### src/design/tpc_pkg.sv
`default_nettype none
package tpc_pkg;

  // raw converter sample width
  localparam int SAMPLE_BITS = 12;

  // shared divider geometry
  localparam int DIVIDEND_W = 2 * SAMPLE_BITS;
  localparam int DIVISOR_W  = SAMPLE_BITS;
  localparam int DIV_CNT_W  = $clog2(DIVIDEND_W);
  localparam logic [DIV_CNT_W-1:0] DIV_LAST = DIV_CNT_W'(DIVIDEND_W - 1);

  typedef logic [SAMPLE_BITS-1:0] sample_t;

  // configuration register indexes
  typedef logic [2:0] cfg_index_t;
  localparam cfg_index_t REG_GROUP_LENGTH   = 3'd0;
  localparam cfg_index_t REG_CORNER_SAMPLES = 3'd1;
  localparam cfg_index_t REG_CAL_PRESSURE   = 3'd2;
  localparam cfg_index_t REG_RUN_PRESSURE   = 3'd3;
  localparam cfg_index_t REG_PANEL_WIDTH    = 3'd4;
  localparam cfg_index_t REG_PANEL_HEIGHT   = 3'd5;

  // configuration reset values
  localparam logic [3:0]  RST_GROUP_LENGTH   = 4'd4;
  localparam logic [5:0]  RST_CORNER_SAMPLES = 6'd20;
  localparam logic [11:0] RST_CAL_PRESSURE   = 12'd150;
  localparam logic [11:0] RST_RUN_PRESSURE   = 12'd500;
  localparam logic [11:0] RST_PANEL_WIDTH    = 12'd240;
  localparam logic [11:0] RST_PANEL_HEIGHT   = 12'd320;

  // result status codes
  typedef logic [2:0] status_t;
  localparam status_t STATUS_KEPT       = 3'd0;
  localparam status_t STATUS_WEAK       = 3'd1;
  localparam status_t STATUS_FIRST_DONE = 3'd2;
  localparam status_t STATUS_CALIBRATED = 3'd3;
  localparam status_t STATUS_POINT      = 3'd4;
  localparam status_t STATUS_POINT_WEAK = 3'd5;
  localparam status_t STATUS_MAP_ERROR  = 3'd6;

  // calibration phases
  localparam logic [1:0] PHASE_TOP_LEFT = 2'd0;

  typedef enum logic [3:0] {
    S_IDLE,
    S_GROUP_X,
    S_GROUP_Y,
    S_DECIDE,
    S_CORNER_X,
    S_CORNER_Y,
    S_MUL,
    S_MAP_START,
    S_MAP_DIV,
    S_RESULT
  } seq_state_t;

  typedef struct packed {
    logic    command;
    sample_t raw_x;
    sample_t raw_y;
    sample_t raw_pressure;
  } sample_req_t;

  typedef struct packed {
    status_t            status;
    logic signed [15:0] point_x;
    logic signed [15:0] point_y;
    logic [11:0]        group_pressure_out;
    logic [5:0]         samples_taken;
    sample_t            left_raw_x;
    sample_t            top_raw_y;
    sample_t            right_raw_x;
    sample_t            bottom_raw_y;
  } result_t;

  typedef struct packed {
    logic                  start;
    logic [DIVIDEND_W-1:0] dividend;
    logic [DIVISOR_W-1:0]  divisor;
  } div_req_t;

  typedef struct packed {
    logic                  done;
    logic [DIVIDEND_W-1:0] quotient;
  } div_rsp_t;

endpackage
`default_nettype wire

### src/design/tpc_div.sv
`default_nettype none
module tpc_div (
  input  logic               clk,
  input  logic               rst,
  input  tpc_pkg::div_req_t  req,
  output tpc_pkg::div_rsp_t  rsp
);

  logic                            busy;
  logic                            done;
  logic [tpc_pkg::DIV_CNT_W-1:0]   count;
  logic [tpc_pkg::DIVISOR_W-1:0]   rem;
  logic [tpc_pkg::DIVIDEND_W-1:0]  quo;
  logic [tpc_pkg::DIVISOR_W-1:0]   divisor;
  logic [tpc_pkg::DIVISOR_W:0]     shifted;
  logic [tpc_pkg::DIVISOR_W:0]     diff;
  logic                            fits;

  // restoring division, one quotient bit per cycle
  assign shifted = {rem, quo[tpc_pkg::DIVIDEND_W-1]};
  assign fits    = shifted >= {1'b0, divisor};
  assign diff    = shifted - {1'b0, divisor};

  always_ff @(posedge clk) begin
    if (rst) begin
      busy  <= 1'b0;
      done  <= 1'b0;
      count <= '0;
    end else begin
      done <= 1'b0;
      if (req.start) begin
        busy  <= 1'b1;
        count <= '0;
      end else if (busy) begin
        count <= count + 1'b1;
        if (count == tpc_pkg::DIV_LAST) begin
          busy <= 1'b0;
          done <= 1'b1;
        end
      end
    end
  end

  always_ff @(posedge clk) begin
    if (req.start) begin
      rem     <= '0;
      quo     <= req.dividend;
      divisor <= req.divisor;
    end else if (busy) begin
      rem <= fits ? diff[tpc_pkg::DIVISOR_W-1:0] : shifted[tpc_pkg::DIVISOR_W-1:0];
      quo <= {quo[tpc_pkg::DIVIDEND_W-2:0], fits};
    end
  end

  assign rsp.done     = done;
  assign rsp.quotient = quo;

endmodule
`default_nettype wire

### src/design/touch_two_point_calibrator.sv
// two-point touch calibrator
//
// sample channel (sample_valid / sample_ready / sample): one raw reading or a
// restart command per request. readings form groups: the first reading is
// dropped, the next group_length are averaged. while calibrating, groups with
// enough pressure are averaged into the top-left, then bottom-right corner;
// afterwards strong groups map to screen coordinates (error on equal corners).
// result channel (result_valid / result_ready / result): one request per
// completed group, held in an output register until taken.
// cfg channel (cfg_valid / cfg_ready / cfg_index / cfg_data): always ready,
// meant to be written only while the block is idle.
// sequencing: a request that does not complete a group leaves the block idle.
// a completing request runs through one shared 24-step restoring divider:
// the group averages x then y for a kept, weak, weak-point or error group; a
// closing corner adds the corner averages x then y; a mapped point adds a
// multiply and a divide per axis. sample_ready is low until the result is
// registered. a stalled receiver only blocks once the next result is ready.
// reset (synchronous) restores register defaults and the top-left phase.
`default_nettype none
module touch_two_point_calibrator (
  input  logic                   clk,
  input  logic                   rst,
  input  logic                   sample_valid,
  output logic                   sample_ready,
  input  tpc_pkg::sample_req_t   sample,
  output logic                   result_valid,
  input  logic                   result_ready,
  output tpc_pkg::result_t       result,
  input  logic                   cfg_valid,
  output logic                   cfg_ready,
  input  tpc_pkg::cfg_index_t    cfg_index,
  input  logic [11:0]            cfg_data
);

  // configuration registers
  logic [3:0]  group_length;
  logic [5:0]  corner_samples;
  logic [11:0] calibrate_pressure_min;
  logic [11:0] run_pressure_min;
  logic [11:0] panel_width;
  logic [11:0] panel_height;

  // sequencer and datapath state
  tpc_pkg::seq_state_t state, state_next;
  logic [1:0]          phase, phase_next;
  logic [3:0]          group_position, group_position_next;
  logic [15:0]         group_sum_x, group_sum_x_next;
  logic [15:0]         group_sum_y, group_sum_y_next;
  logic [11:0]         group_pressure, group_pressure_next;
  logic [5:0]          corner_count, corner_count_next;
  logic [17:0]         corner_sum_x, corner_sum_x_next;
  logic [17:0]         corner_sum_y, corner_sum_y_next;
  logic [11:0]         corner_values [4];
  logic [11:0]         corner_values_next [4];
  logic [11:0]         avg_x, avg_x_next;
  logic [11:0]         avg_y, avg_y_next;
  logic signed [15:0]  px, px_next;
  logic signed [15:0]  py, py_next;
  tpc_pkg::status_t    status_r, status_r_next;
  logic [5:0]          taken, taken_next;
  logic                axis, axis_next;
  logic signed [25:0]  prod, prod_next;
  logic                neg, neg_next;
  logic                result_valid_next;
  tpc_pkg::result_t    result_next;

  // combinational helpers
  logic                accept;
  logic [3:0]          len;
  logic [5:0]          need;
  logic [15:0]         sum_x_add;
  logic [15:0]         sum_y_add;
  logic [5:0]          count_inc;
  logic [17:0]         csum_x_add;
  logic [17:0]         csum_y_add;
  logic                corners_equal;
  logic [11:0]         map_v, map_lo, map_hi, map_span;
  logic signed [12:0]  map_d, map_s, map_h;
  logic [25:0]         prod_abs;
  logic [12:0]         h_abs;
  logic signed [25:0]  q_s;
  logic signed [25:0]  map_r;
  logic signed [15:0]  map_sat;
  tpc_pkg::div_req_t   div_req;
  tpc_pkg::div_rsp_t   div_rsp;

  tpc_div u_div (
    .clk (clk),
    .rst (rst),
    .req (div_req),
    .rsp (div_rsp)
  );

  assign cfg_ready = 1'b1;

  always_ff @(posedge clk) begin
    if (rst) begin
      group_length           <= tpc_pkg::RST_GROUP_LENGTH;
      corner_samples         <= tpc_pkg::RST_CORNER_SAMPLES;
      calibrate_pressure_min <= tpc_pkg::RST_CAL_PRESSURE;
      run_pressure_min       <= tpc_pkg::RST_RUN_PRESSURE;
      panel_width            <= tpc_pkg::RST_PANEL_WIDTH;
      panel_height           <= tpc_pkg::RST_PANEL_HEIGHT;
    end else if (cfg_valid && cfg_ready) begin
      case (cfg_index)
        tpc_pkg::REG_GROUP_LENGTH:   group_length           <= cfg_data[3:0];
        tpc_pkg::REG_CORNER_SAMPLES: corner_samples         <= cfg_data[5:0];
        tpc_pkg::REG_CAL_PRESSURE:   calibrate_pressure_min <= cfg_data;
        tpc_pkg::REG_RUN_PRESSURE:   run_pressure_min       <= cfg_data;
        tpc_pkg::REG_PANEL_WIDTH:    panel_width            <= cfg_data;
        tpc_pkg::REG_PANEL_HEIGHT:   panel_height           <= cfg_data;
        default: ;
      endcase
    end
  end

  // zero counts act as one; a 6-bit count never exceeds the corner maximum
  assign len  = (group_length == 4'd0) ? 4'd1 : group_length;
  assign need = (corner_samples == 6'd0) ? 6'd1 : corner_samples;

  assign sample_ready = (state == tpc_pkg::S_IDLE);
  assign accept       = sample_valid && sample_ready;

  assign sum_x_add  = group_sum_x + 16'(sample.raw_x);
  assign sum_y_add  = group_sum_y + 16'(sample.raw_y);
  assign count_inc  = corner_count + 6'd1;
  assign csum_x_add = corner_sum_x + 18'(avg_x);
  assign csum_y_add = corner_sum_y + 18'(avg_y);

  assign corners_equal = (corner_values[0] == corner_values[2]) ||
                         (corner_values[1] == corner_values[3]);

  // mapping operands for the axis in work
  assign map_v    = axis ? avg_y : avg_x;
  assign map_lo   = axis ? corner_values[1] : corner_values[0];
  assign map_hi   = axis ? corner_values[3] : corner_values[2];
  assign map_span = axis ? panel_height : panel_width;
  assign map_d    = $signed({1'b0, map_v}) - $signed({1'b0, map_lo});
  assign map_s    = $signed({1'b0, map_span}) - 13'sd1;
  assign map_h    = $signed({1'b0, map_hi}) - $signed({1'b0, map_lo});

  // divide magnitudes, put the sign back, then add one to the truncated quotient
  assign prod_abs = prod[25] ? 26'(-prod) : 26'(prod);
  assign h_abs    = map_h[12] ? 13'(-map_h) : 13'(map_h);
  assign q_s      = $signed({2'b00, div_rsp.quotient});
  assign map_r    = neg ? (26'sd1 - q_s) : (q_s + 26'sd1);

  always_comb begin
    if (map_r > 26'sd32767) begin
      map_sat = 16'sh7fff;
    end else if (map_r < -26'sd32768) begin
      map_sat = 16'sh8000;
    end else begin
      map_sat = map_r[15:0];
    end
  end

  always_ff @(posedge clk) begin
    if (rst) begin
      state        <= tpc_pkg::S_IDLE;
      result_valid <= 1'b0;
    end else begin
      state        <= state_next;
      result_valid <= result_valid_next;
    end
  end

  always_ff @(posedge clk) begin
    if (rst) begin
      phase          <= tpc_pkg::PHASE_TOP_LEFT;
      group_position <= '0;
      group_sum_x    <= '0;
      group_sum_y    <= '0;
      group_pressure <= '0;
      corner_count   <= '0;
      corner_sum_x   <= '0;
      corner_sum_y   <= '0;
      for (int i = 0; i < 4; i++) begin
        corner_values[i] <= '0;
      end
    end else begin
      phase          <= phase_next;
      group_position <= group_position_next;
      group_sum_x    <= group_sum_x_next;
      group_sum_y    <= group_sum_y_next;
      group_pressure <= group_pressure_next;
      corner_count   <= corner_count_next;
      corner_sum_x   <= corner_sum_x_next;
      corner_sum_y   <= corner_sum_y_next;
      corner_values  <= corner_values_next;
    end
  end

  // working registers, no reset needed
  always_ff @(posedge clk) begin
    avg_x    <= avg_x_next;
    avg_y    <= avg_y_next;
    px       <= px_next;
    py       <= py_next;
    status_r <= status_r_next;
    taken    <= taken_next;
    axis     <= axis_next;
    prod     <= prod_next;
    neg      <= neg_next;
    result   <= result_next;
  end

  always_comb begin
    state_next          = state;
    phase_next          = phase;
    group_position_next = group_position;
    group_sum_x_next    = group_sum_x;
    group_sum_y_next    = group_sum_y;
    group_pressure_next = group_pressure;
    corner_count_next   = corner_count;
    corner_sum_x_next   = corner_sum_x;
    corner_sum_y_next   = corner_sum_y;
    corner_values_next  = corner_values;
    avg_x_next          = avg_x;
    avg_y_next          = avg_y;
    px_next             = px;
    py_next             = py;
    status_r_next       = status_r;
    taken_next          = taken;
    axis_next           = axis;
    prod_next           = prod;
    neg_next            = neg;
    result_valid_next   = result_valid && !result_ready;
    result_next         = result;
    div_req             = '0;

    case (state)
      tpc_pkg::S_IDLE: begin
        if (accept) begin
          if (sample.command) begin
            // restart: clear calibration, keep registers
            phase_next          = tpc_pkg::PHASE_TOP_LEFT;
            group_position_next = '0;
            group_sum_x_next    = '0;
            group_sum_y_next    = '0;
            group_pressure_next = '0;
            corner_count_next   = '0;
            corner_sum_x_next   = '0;
            corner_sum_y_next   = '0;
            for (int i = 0; i < 4; i++) begin
              corner_values_next[i] = '0;
            end
          end else if (group_position == 4'd0) begin
            // discarded first reading
            group_position_next = 4'd1;
            group_sum_x_next    = '0;
            group_sum_y_next    = '0;
          end else begin
            if (group_position == 4'd1) begin
              group_pressure_next = sample.raw_pressure;
            end
            group_sum_x_next = sum_x_add;
            group_sum_y_next = sum_y_add;
            if (group_position < len) begin
              group_position_next = group_position + 4'd1;
            end else begin
              // group complete; sums stay for the divider, next group clears them
              group_position_next = '0;
              div_req.start    = 1'b1;
              div_req.dividend = 24'(sum_x_add);
              div_req.divisor  = 12'(len);
              state_next       = tpc_pkg::S_GROUP_X;
            end
          end
        end
      end

      tpc_pkg::S_GROUP_X: begin
        if (div_rsp.done) begin
          avg_x_next       = div_rsp.quotient[11:0];
          div_req.start    = 1'b1;
          div_req.dividend = 24'(group_sum_y);
          div_req.divisor  = 12'(len);
          state_next       = tpc_pkg::S_GROUP_Y;
        end
      end

      tpc_pkg::S_GROUP_Y: begin
        if (div_rsp.done) begin
          avg_y_next = div_rsp.quotient[11:0];
          state_next = tpc_pkg::S_DECIDE;
        end
      end

      tpc_pkg::S_DECIDE: begin
        px_next = '0;
        py_next = '0;
        if (!phase[1]) begin
          if (group_pressure > calibrate_pressure_min) begin
            corner_sum_x_next = csum_x_add;
            corner_sum_y_next = csum_y_add;
            corner_count_next = count_inc;
            taken_next        = count_inc;
            if (count_inc >= need) begin
              // corner closes: average the corner sums
              status_r_next    = (phase == tpc_pkg::PHASE_TOP_LEFT) ?
                                 tpc_pkg::STATUS_FIRST_DONE : tpc_pkg::STATUS_CALIBRATED;
              div_req.start    = 1'b1;
              div_req.dividend = 24'(csum_x_add);
              div_req.divisor  = 12'(need);
              state_next       = tpc_pkg::S_CORNER_X;
            end else begin
              status_r_next = tpc_pkg::STATUS_KEPT;
              state_next    = tpc_pkg::S_RESULT;
            end
          end else begin
            status_r_next = tpc_pkg::STATUS_WEAK;
            taken_next    = corner_count;
            state_next    = tpc_pkg::S_RESULT;
          end
        end else begin
          taken_next = '0;
          if (group_pressure > run_pressure_min) begin
            if (corners_equal) begin
              status_r_next = tpc_pkg::STATUS_MAP_ERROR;
              state_next    = tpc_pkg::S_RESULT;
            end else begin
              status_r_next = tpc_pkg::STATUS_POINT;
              axis_next     = 1'b0;
              state_next    = tpc_pkg::S_MUL;
            end
          end else begin
            status_r_next = tpc_pkg::STATUS_POINT_WEAK;
            state_next    = tpc_pkg::S_RESULT;
          end
        end
      end

      tpc_pkg::S_CORNER_X: begin
        if (div_rsp.done) begin
          corner_values_next[{phase[0], 1'b0}] = div_rsp.quotient[11:0];
          div_req.start    = 1'b1;
          div_req.dividend = 24'(corner_sum_y);
          div_req.divisor  = 12'(need);
          state_next       = tpc_pkg::S_CORNER_Y;
        end
      end

      tpc_pkg::S_CORNER_Y: begin
        if (div_rsp.done) begin
          corner_values_next[{phase[0], 1'b1}] = div_rsp.quotient[11:0];
          phase_next        = phase + 2'd1;
          corner_count_next = '0;
          corner_sum_x_next = '0;
          corner_sum_y_next = '0;
          state_next        = tpc_pkg::S_RESULT;
        end
      end

      tpc_pkg::S_MUL: begin
        prod_next  = map_d * map_s;
        state_next = tpc_pkg::S_MAP_START;
      end

      tpc_pkg::S_MAP_START: begin
        neg_next         = prod[25] ^ map_h[12];
        div_req.start    = 1'b1;
        div_req.dividend = prod_abs[23:0];
        div_req.divisor  = h_abs[11:0];
        state_next       = tpc_pkg::S_MAP_DIV;
      end

      tpc_pkg::S_MAP_DIV: begin
        if (div_rsp.done) begin
          if (!axis) begin
            px_next    = map_sat;
            axis_next  = 1'b1;
            state_next = tpc_pkg::S_MUL;
          end else begin
            py_next    = map_sat;
            state_next = tpc_pkg::S_RESULT;
          end
        end
      end

      tpc_pkg::S_RESULT: begin
        // wait for the output register to free up
        if (!result_valid || result_ready) begin
          result_valid_next              = 1'b1;
          result_next.status             = status_r;
          result_next.point_x            = px;
          result_next.point_y            = py;
          result_next.group_pressure_out = group_pressure;
          result_next.samples_taken      = taken;
          result_next.left_raw_x         = corner_values[0];
          result_next.top_raw_y          = corner_values[1];
          result_next.right_raw_x        = corner_values[2];
          result_next.bottom_raw_y       = corner_values[3];
          state_next                     = tpc_pkg::S_IDLE;
        end
      end

      default: begin
        state_next = tpc_pkg::S_IDLE;
      end
    endcase
  end

endmodule
`default_nettype wire

### config.mk
export PLATFORM = sky130hd
export DESIGN_NAME = touch_two_point_calibrator
export DESIGN_NICKNAME = d
export VERILOG_FILES = /design/src/design/tpc_pkg.sv /design/src/design/tpc_div.sv /design/src/design/touch_two_point_calibrator.sv
export SDC_FILE = /design/constraint.sdc
export NUM_CORES = 1
export LEC_CHECK = 0
export ABC_AREA = 1
export BUFFER_PORTS_ARGS = -buffer_cell sky130_fd_sc_hd__buf_4
export CELL_PAD_IN_SITES_DETAIL_PLACEMENT = 0
export CELL_PAD_IN_SITES_GLOBAL_PLACEMENT = 2
export CORE_ASPECT_RATIO = 0.6
export CORE_MARGIN = 1.5
export CORE_UTILIZATION = 40
export CTS_BUF_LIST = sky130_fd_sc_hd__clkbuf_4 sky130_fd_sc_hd__clkbuf_8
export CTS_CLUSTER_DIAMETER = 120
export DETAILED_ROUTE_END_ITERATION = 8
export GPL_TIMING_DRIVEN = 0
export HOLD_SLACK_MARGIN = 0.03
export PLACE_DENSITY_LB_ADDON = 0.1
export SETUP_SLACK_MARGIN = 0.02
export SLEW_MARGIN = 5
export SYNTH_ARGS = -nofsm -noshare
export SYNTH_HDL_FRONTEND = slang
export SYNTH_SLANG_ARGS = --single-unit
### constraint.sdc
create_clock -name clk -period 11.7 [get_ports clk]
set_input_delay 0.585 -clock clk [delete_from_list [all_inputs] [get_ports clk]]
set_output_delay 0.585 -clock clk [all_outputs]
set_load 0.02 [all_outputs]
==> reports/qor.txt, run 1 <==
status: finished clean
starting density of the core: 40.6%
Max VDD drop: 71.4 uV
initial antenna violation count: 4
Clk Latency, worst-skew pair: 0.74 ns
register area share after synthesis: 35.7%
count of input and output buffers: 158
worst slew pin tran: 1.34 ns
CP Launch Type: flip-flop
first-pass GRT wire length: 165 mm
vias: 27500
area leader, netlist: edfxtp_1
post-CTS setup buffer count: 0
sequential cell area: 11300 sq um
synthesized cell area: 31700 sq um
Critical-path top delay cell: fa_1
clock share of power: 34.3%
WP buf/inv: 7
largest stage delay on the critical path: 0.81 ns
Clock transition at path regs: 0.07 ns
Comb pwr share: 25.5%
Ports: 161
Max Fclk: 100 MHz
switching power: 1.40 mW
DRC Markers: 0
cell depth of the worst setup path: 31
Final ANT Viol Nets: 0
Post-Syn Instances: 3982
Synth async-reset ratio: 0%
Setup violations, final: 0
NumNets Final: 4644
grt met1 use: 43.6%
synth warn: 0
most numerous cell on the critical path: fa_1
RSZ-0062 raised after global routing: no
top cell type's share of synthesized area: 21.7%
Worst EP arrival: 10.50 ns
final hold vios: 0
wire per inst: 20.6 microns
top cell family by delay on the critical path: adder cells
share of cells above drive strength 1: 10.2%
initial DRC count: 2719
die area: 81000 sq um
CP Max Fanout: 10
CTS Root Cell: clkbuf_8
Detailed Route WL: 110 mm
Lkg Pwr: 16.0 nW
CP Capture Type: flip-flop
TritonCTS clock tree: built
Required @ worst endpoint: 12.21 ns
global route total overflow: 0
Distinct cells, synth: 63
cts bufs inserted: 74
pwr/cell area: 120 nW/um^2
synthesized area per cell: 7.96 sq um
sequential share of power: 40.2%
Slew Limit Headroom: 10.2%
vias in the first global route: 25900
number of synthesized flops with an enable pin: 229
post-layout util: 46.0%
largest net degree at the start of global routing: 30
GR Util met2: 35.4%
Clock Sinks: 451
final period demand of the worst path: 9.98 ns
switch share: 32.7%
CORE AREA: 78000 sq um
Post-synth top cells: nand2_1, inv_1, nor2_1
Yosys reg bits: 451
GRT Resource Usage Total: 27.0%
gpl congestion: 0.956
final setup TNS: 0 ns
FP Rows: 79
Die W: 366 microns
GRT busiest layer: met1
CP Class: flip-flop to flip-flop
CTS Hold Bufs: 0
die span in y: 221 microns
H-Tree Depth: 3
fillers: 7914
multi-input logic area: 17500 sq um
skew final: 0.0421 ns
drt pass-1 iters: 6
HPWL after DPL: 88.4 mm
count leader, synth: nand2_1
Post-Syn Nets: 4405
post-CTS sizing: 0
met3 usage: 6.90%
Max clock buf depth: 3
P&R area growth vs syn: 13.2%
depth of the most critical reg-to-reg path: 31
prevailing post-synth register cell: edfxtp_1
Vias/cell: 5.15
Pint: 2.89 mW
hold path depth: 3
top cells by area, synth: edfxtp_1, dfxtp_1, fa_1
period utilization: 85.3%
fin. max-slew vios: 0
class of the worst hold path: input port to flip-flop
max cap viols: 0
## flip-flops by register name (all words and copies together), names as in the netlist, 12 cells and up
signal                  cells
group_pressure             12
avg_x                      12
py                         16
panel_height               12
panel_width                12
u_div.divisor              12
corner_sum_x               18
group_sum_y                16
calibrate_pressure_min     12
prod                       25
corner_sum_y               18
u_div.rem                  12
corner_values              48
u_div.quo                  24
group_sum_x                16
avg_y                      12
result                    101
run_pressure_min           12
px                         16
## layout make-up
type | count | area share [%]
Multi-Input combinational cell | 2803 | 48.8
Antenna cell | 4 | 0.0279
Clock inverter | 30 | 0.562
Clock buffer | 107 | 3.72
Tap cell | 1053 | 3.67
Inverter | 616 | 6.45
Sequential cell | 451 | 31.6
Timing Repair Buffer | 163 | 3.59
Buffer | 112 | 1.55
## path summary, 6_finish.rpt
| kind | start | slack (ns) | end |
|---|---|---|---|
| worst max-delay path | axis | 1.72 | prod[25] |
| worst min-delay path | cfg_data[6] | 0.11 | panel_width[6] |
| worst max register to register | axis | 1.72 | prod[25] |
| worst min register to register | py[1] | 0.42 | result[67] |
## power by group through the flow
stage	clock, mW	sequential [mW]	combinational [mW]
after global routing	1.58	1.73	1.23
after floorplan	0	1.75	0.774
after CTS	1.51	1.72	1.10
final	1.47	1.73	1.09
after detailed placement	0	1.76	1.09
after global placement	0	1.76	1.09
## worst reg2reg max path: cells and delay by family, from the launching register on
kind | cells | cell delay (ns)
AO/OA/AOI/OAI | 8 | 1.86
XOR/XNOR | 1 | 0.24
adder cells (fa/ha/maj) | 9 | 4.18
buffers and inverters | 7 | 1.82
flip-flops | 1 | 0.50
multiplexers | 1 | 0.45
AND/OR/NAND/NOR | 5 | 0.72
## kinds of logic (layout without fill, tap and decap cells)
logic type      count (synthesis)  after routing  share of synthesized area, %
other cells                     1              5                        0.0118
fa+ha+maj                     366            366                          18.5
flops                         451            451                          35.7
buf+inv                       728           1028                          9.06
compound gates                668            668                          11.7
mux                             4              4                         0.126
simple gates                 1663           1663                          22.1
xor+xnor                      101            101                          2.82
## layer usage
layer  wire length (microns)  up-vias
li1                        -    13500
met1                   57400    13000
met4                    1520        0
met2                   41400      934
met3                    9930      102
met5                       0        -
## per-stage QoR
step	instances	hold slack (ns)	total power, mW	instance area (sq um)	setup WS (ns)
6_report	5339	0.114	4.29	35900	1.72
5_1_grt	5336	0.0778	4.54	35800	1.07
4_1_cts	5335	0.0303	4.34	35800	1.69
3_5_place_dp	5198	0.405	2.85	34300	1.79
3_3_place_gp	5193	0.402	2.85	34200	1.71
2_1_floorplan	3982	0.400	2.53	31700	3.92
## layout by cell type (no fill, tap or decap), types with 27 or more instances in the layout
| cell | Yosys | final |
|---|---|---|
| a21oi_1 | 284 | 283 |
| buf_2 | 27 | 27 |
| buf_4 | 11 | 170 |
| clkbuf_1 | 62 | 61 |
| clkbuf_8 | 0 | 85 |
| dfxtp_1 | 222 | 222 |
| edfxtp_1 | 229 | 229 |
| fa_1 | 169 | 169 |
| ha_1 | 197 | 197 |
| inv_1 | 590 | 590 |
| nand2_1 | 840 | 840 |
| nand3_1 | 195 | 195 |
| nand4_1 | 48 | 48 |
| nor2_1 | 448 | 447 |
| nor3_1 | 37 | 36 |
| o21ai_0 | 201 | 201 |
| o22ai_1 | 63 | 63 |
| or2_2 | 29 | 29 |
| xnor2_1 | 40 | 40 |
| xor2_1 | 60 | 60 |
(Power assumes the default switching activity.)
==> run 2: changes to the inputs <==
Settings changed: ABC_AREA 1 to not set.
==> run 2 against run 1 <==
The run now ends with design-rule violations left. Critical path depth grew 2. Cell area down 4.7%. Power up 4.7%. Sequential cell count unchanged. Fmax fell by 11%. Synthesized area fell by 5.1%. Routed wire length is 7.3% lower. First-iteration DRC count shrank 15%. Register-to-register slack got worse by 1.2 ns. Critical endpoint unchanged. Largest power group unchanged.
==> reports/qor.txt, run 2 <==
Max VDD drop: 74.5 uV
period utilization: 95.6%
Die W: 357 microns
most frequent cells in the layout: nor2_1, nand2_1, inv_1
CTS Root Cell: clkbuf_8
Largest regs: result: 101 flops, corner_values: 48 flops, prod: 25 flops
Critical-path top delay cell: edfxtp_1
FP Rows: 77
sequential share of power: 38.7%
Slew Limit Headroom: 11.4%
commonest non-fill, non-tap cell in the layout: nor2_1
CP Class: flip-flop to flip-flop
Synth async-reset ratio: 0%
CP Max Fanout: 19
fin. max-slew vios: 0
synthesized cell area: 30100 sq um
Clock Sinks: 451
Max Fclk: 89.4 MHz
fillers: 7174
Worst EP arrival: 11.61 ns
NumNets Final: 3797
multi-input logic area: 17200 sq um
top cells by area, synth: edfxtp_1, dfxtp_1, fa_1
Ports: 161
RSZ-0062 raised after global routing: no
Post-Syn Instances: 3136
Pint: 3.03 mW
global route total overflow: 0
hold_ws: 0.149 ns
Distinct cells, synth: 80
Detailed Route WL: 102 mm
vias in the first global route: 23600
Clock transition at path regs: 0.07 ns
Final ANT Viol Nets: 0
placed insts: 4283
count leader, synth: nor2_1
Lkg Pwr: 13.3 nW
largest stage delay on the critical path: 0.63 ns
fin area: 34200 sq um
GRT Resource Usage Total: 26.5%
worst slew pin tran: 1.33 ns
register area share after synthesis: 37.7%
P&R area growth vs syn: 13.6%
CTS Hold Bufs: 0
drt pass-1 iters: 9
max cap viols: 0
synthesized area per cell: 9.59 sq um
final worst slack: 0.519 ns
initial DRC count: 2316
CORE AREA: 74000 sq um
HPWL after DPL: 81.4 mm
status: finished, violations left
number of synthesized flops with an enable pin: 229
gpl congestion: 0.980
synth warn: 0
Comb pwr share: 28.4%
clock share of power: 32.9%
skew final: 0.0644 ns
initial antenna violation count: 4
final period demand of the worst path: 11.18 ns
Setup violations, final: 0
failing checks: design-rule violations
sequential cell area: 11300 sq um
Max clock buf depth: 3
cts bufs inserted: 75
Final Instance Count excl. Fillers: 4427
Largest register FFs: 101
count of input and output buffers: 157
starting density of the core: 40.6%
die span in y: 215 microns
top cell type's share of synthesized area: 22.9%
dpl ws: -1.93 ns
Post-DP Area: 32500 sq um
Required @ worst endpoint: 12.13 ns
die area: 76900 sq um
area leader, netlist: edfxtp_1
Post-synth top cells: nor2_1, nand2_1, inv_1
share of cells above drive strength 1: 10.9%
Post-Syn Nets: 3559
switching power: 1.46 mW
first-pass GRT wire length: 152 mm
vias: 24600
most numerous cell on the critical path: fa_1
CP Launch Type: flip-flop
Largest Register: result
final hold vios: 0
switch share: 32.5%
prevailing post-synth register cell: edfxtp_1
CP Capture Type: flip-flop
wire per inst: 23.1 microns
class of the worst hold path: input port to flip-flop
largest net degree at the start of global routing: 74
TritonCTS clock tree: built
DRC Markers: 10
pwr/cell area: 131 nW/um^2
Yosys reg bits: 451
Clk Latency, worst-skew pair: 0.70 ns
H-Tree Depth: 3
Vias/cell: 5.57
==> run 2: repair_timing <==
item,CTS,global route
pin swaps,0,1
cloned,0,0
setup endpoints to repair,9,1
buffers inserted,0,2
resized for setup,13,2
==> run 2: worst max-delay path: cells and delay by family, from the launching register on <==
kind	cells	cell delay, ns
xor+xnor	2	0.93
buf+inv	7	1.68
mux	1	0.27
fa+ha+maj	9	3.83
simple gates	2	0.26
compound gates	12	3.27
flops	1	0.63
==> run 2: final timing paths <==
kind	startpoint	end	slack [ns]	cells after the start
worst min register to register	status_r[2]	result[100]	0.39	0
worst min-delay path	sample[5]	group_pressure[5]	0.15	3
worst max-delay path	axis	prod[25]	0.52	33
worst max register to register	axis	prod[25]	0.52	33
==> run 2: stage by stage <==
step	setup TNS, ns	util, %	total power, mW
CTS	0	46.1	4.54
finish	0	46.2	4.49
global placement	-9.81	43.9	3.04
floorplan	0	-	2.71
detailed placement	-9.73	44.0	3.05
global route	0	46.2	4.76
==> run 2: kinds of logic after synthesis <==
kind of cell | Yosys count | share of synthesized area [%]
AO/OA/AOI/OAI | 640 | 13.9
XOR/XNOR | 203 | 5.91
adder cells (fa/ha/maj) | 366 | 19.5
buffers and inverters | 406 | 5.23
flip-flops | 451 | 37.7
multiplexers | 72 | 2.50
other | 1 | 0.0125
AND/OR/NAND/NOR | 997 | 15.4
==> run 2: power groups by stage <==
| stage | Combinational [mW] | Clock [mW] | Sequential, mW |
|---|---|---|---|
| 6_report | 1.28 | 1.48 | 1.74 |
| 5_1_grt | 1.44 | 1.58 | 1.74 |
| 4_1_cts | 1.29 | 1.51 | 1.74 |
| 3_5_place_dp | 1.28 | 0 | 1.77 |
| 3_3_place_gp | 1.27 | 0 | 1.77 |
| 2_1_floorplan | 0.941 | 0 | 1.77 |
==> run 2: final cells by class <==
cell class                      count  area share, %
Sequential cell                   451           33.1
Timing Repair Buffer              162           3.70
Antenna cell                        4         0.0293
Tap cell                          987           3.61
Clock buffer                      100           3.63
Buffer                            139           1.71
Multi-Input combinational cell   2279           50.4
Clock inverter                     39          0.879
Inverter                          266           2.92
==> run 2: metal layers <==
layer / vias to the layer above / global-route usage [%] / share of wire (%)
met4: 2 / 5.06 / 1.5
met3: 101 / 6.11 / 8.2
met1: 12200 / 42.0 / 50
met5: - / 0 / 0.067
met2: 890 / 36.2 / 40
li1: 11500 / - / -
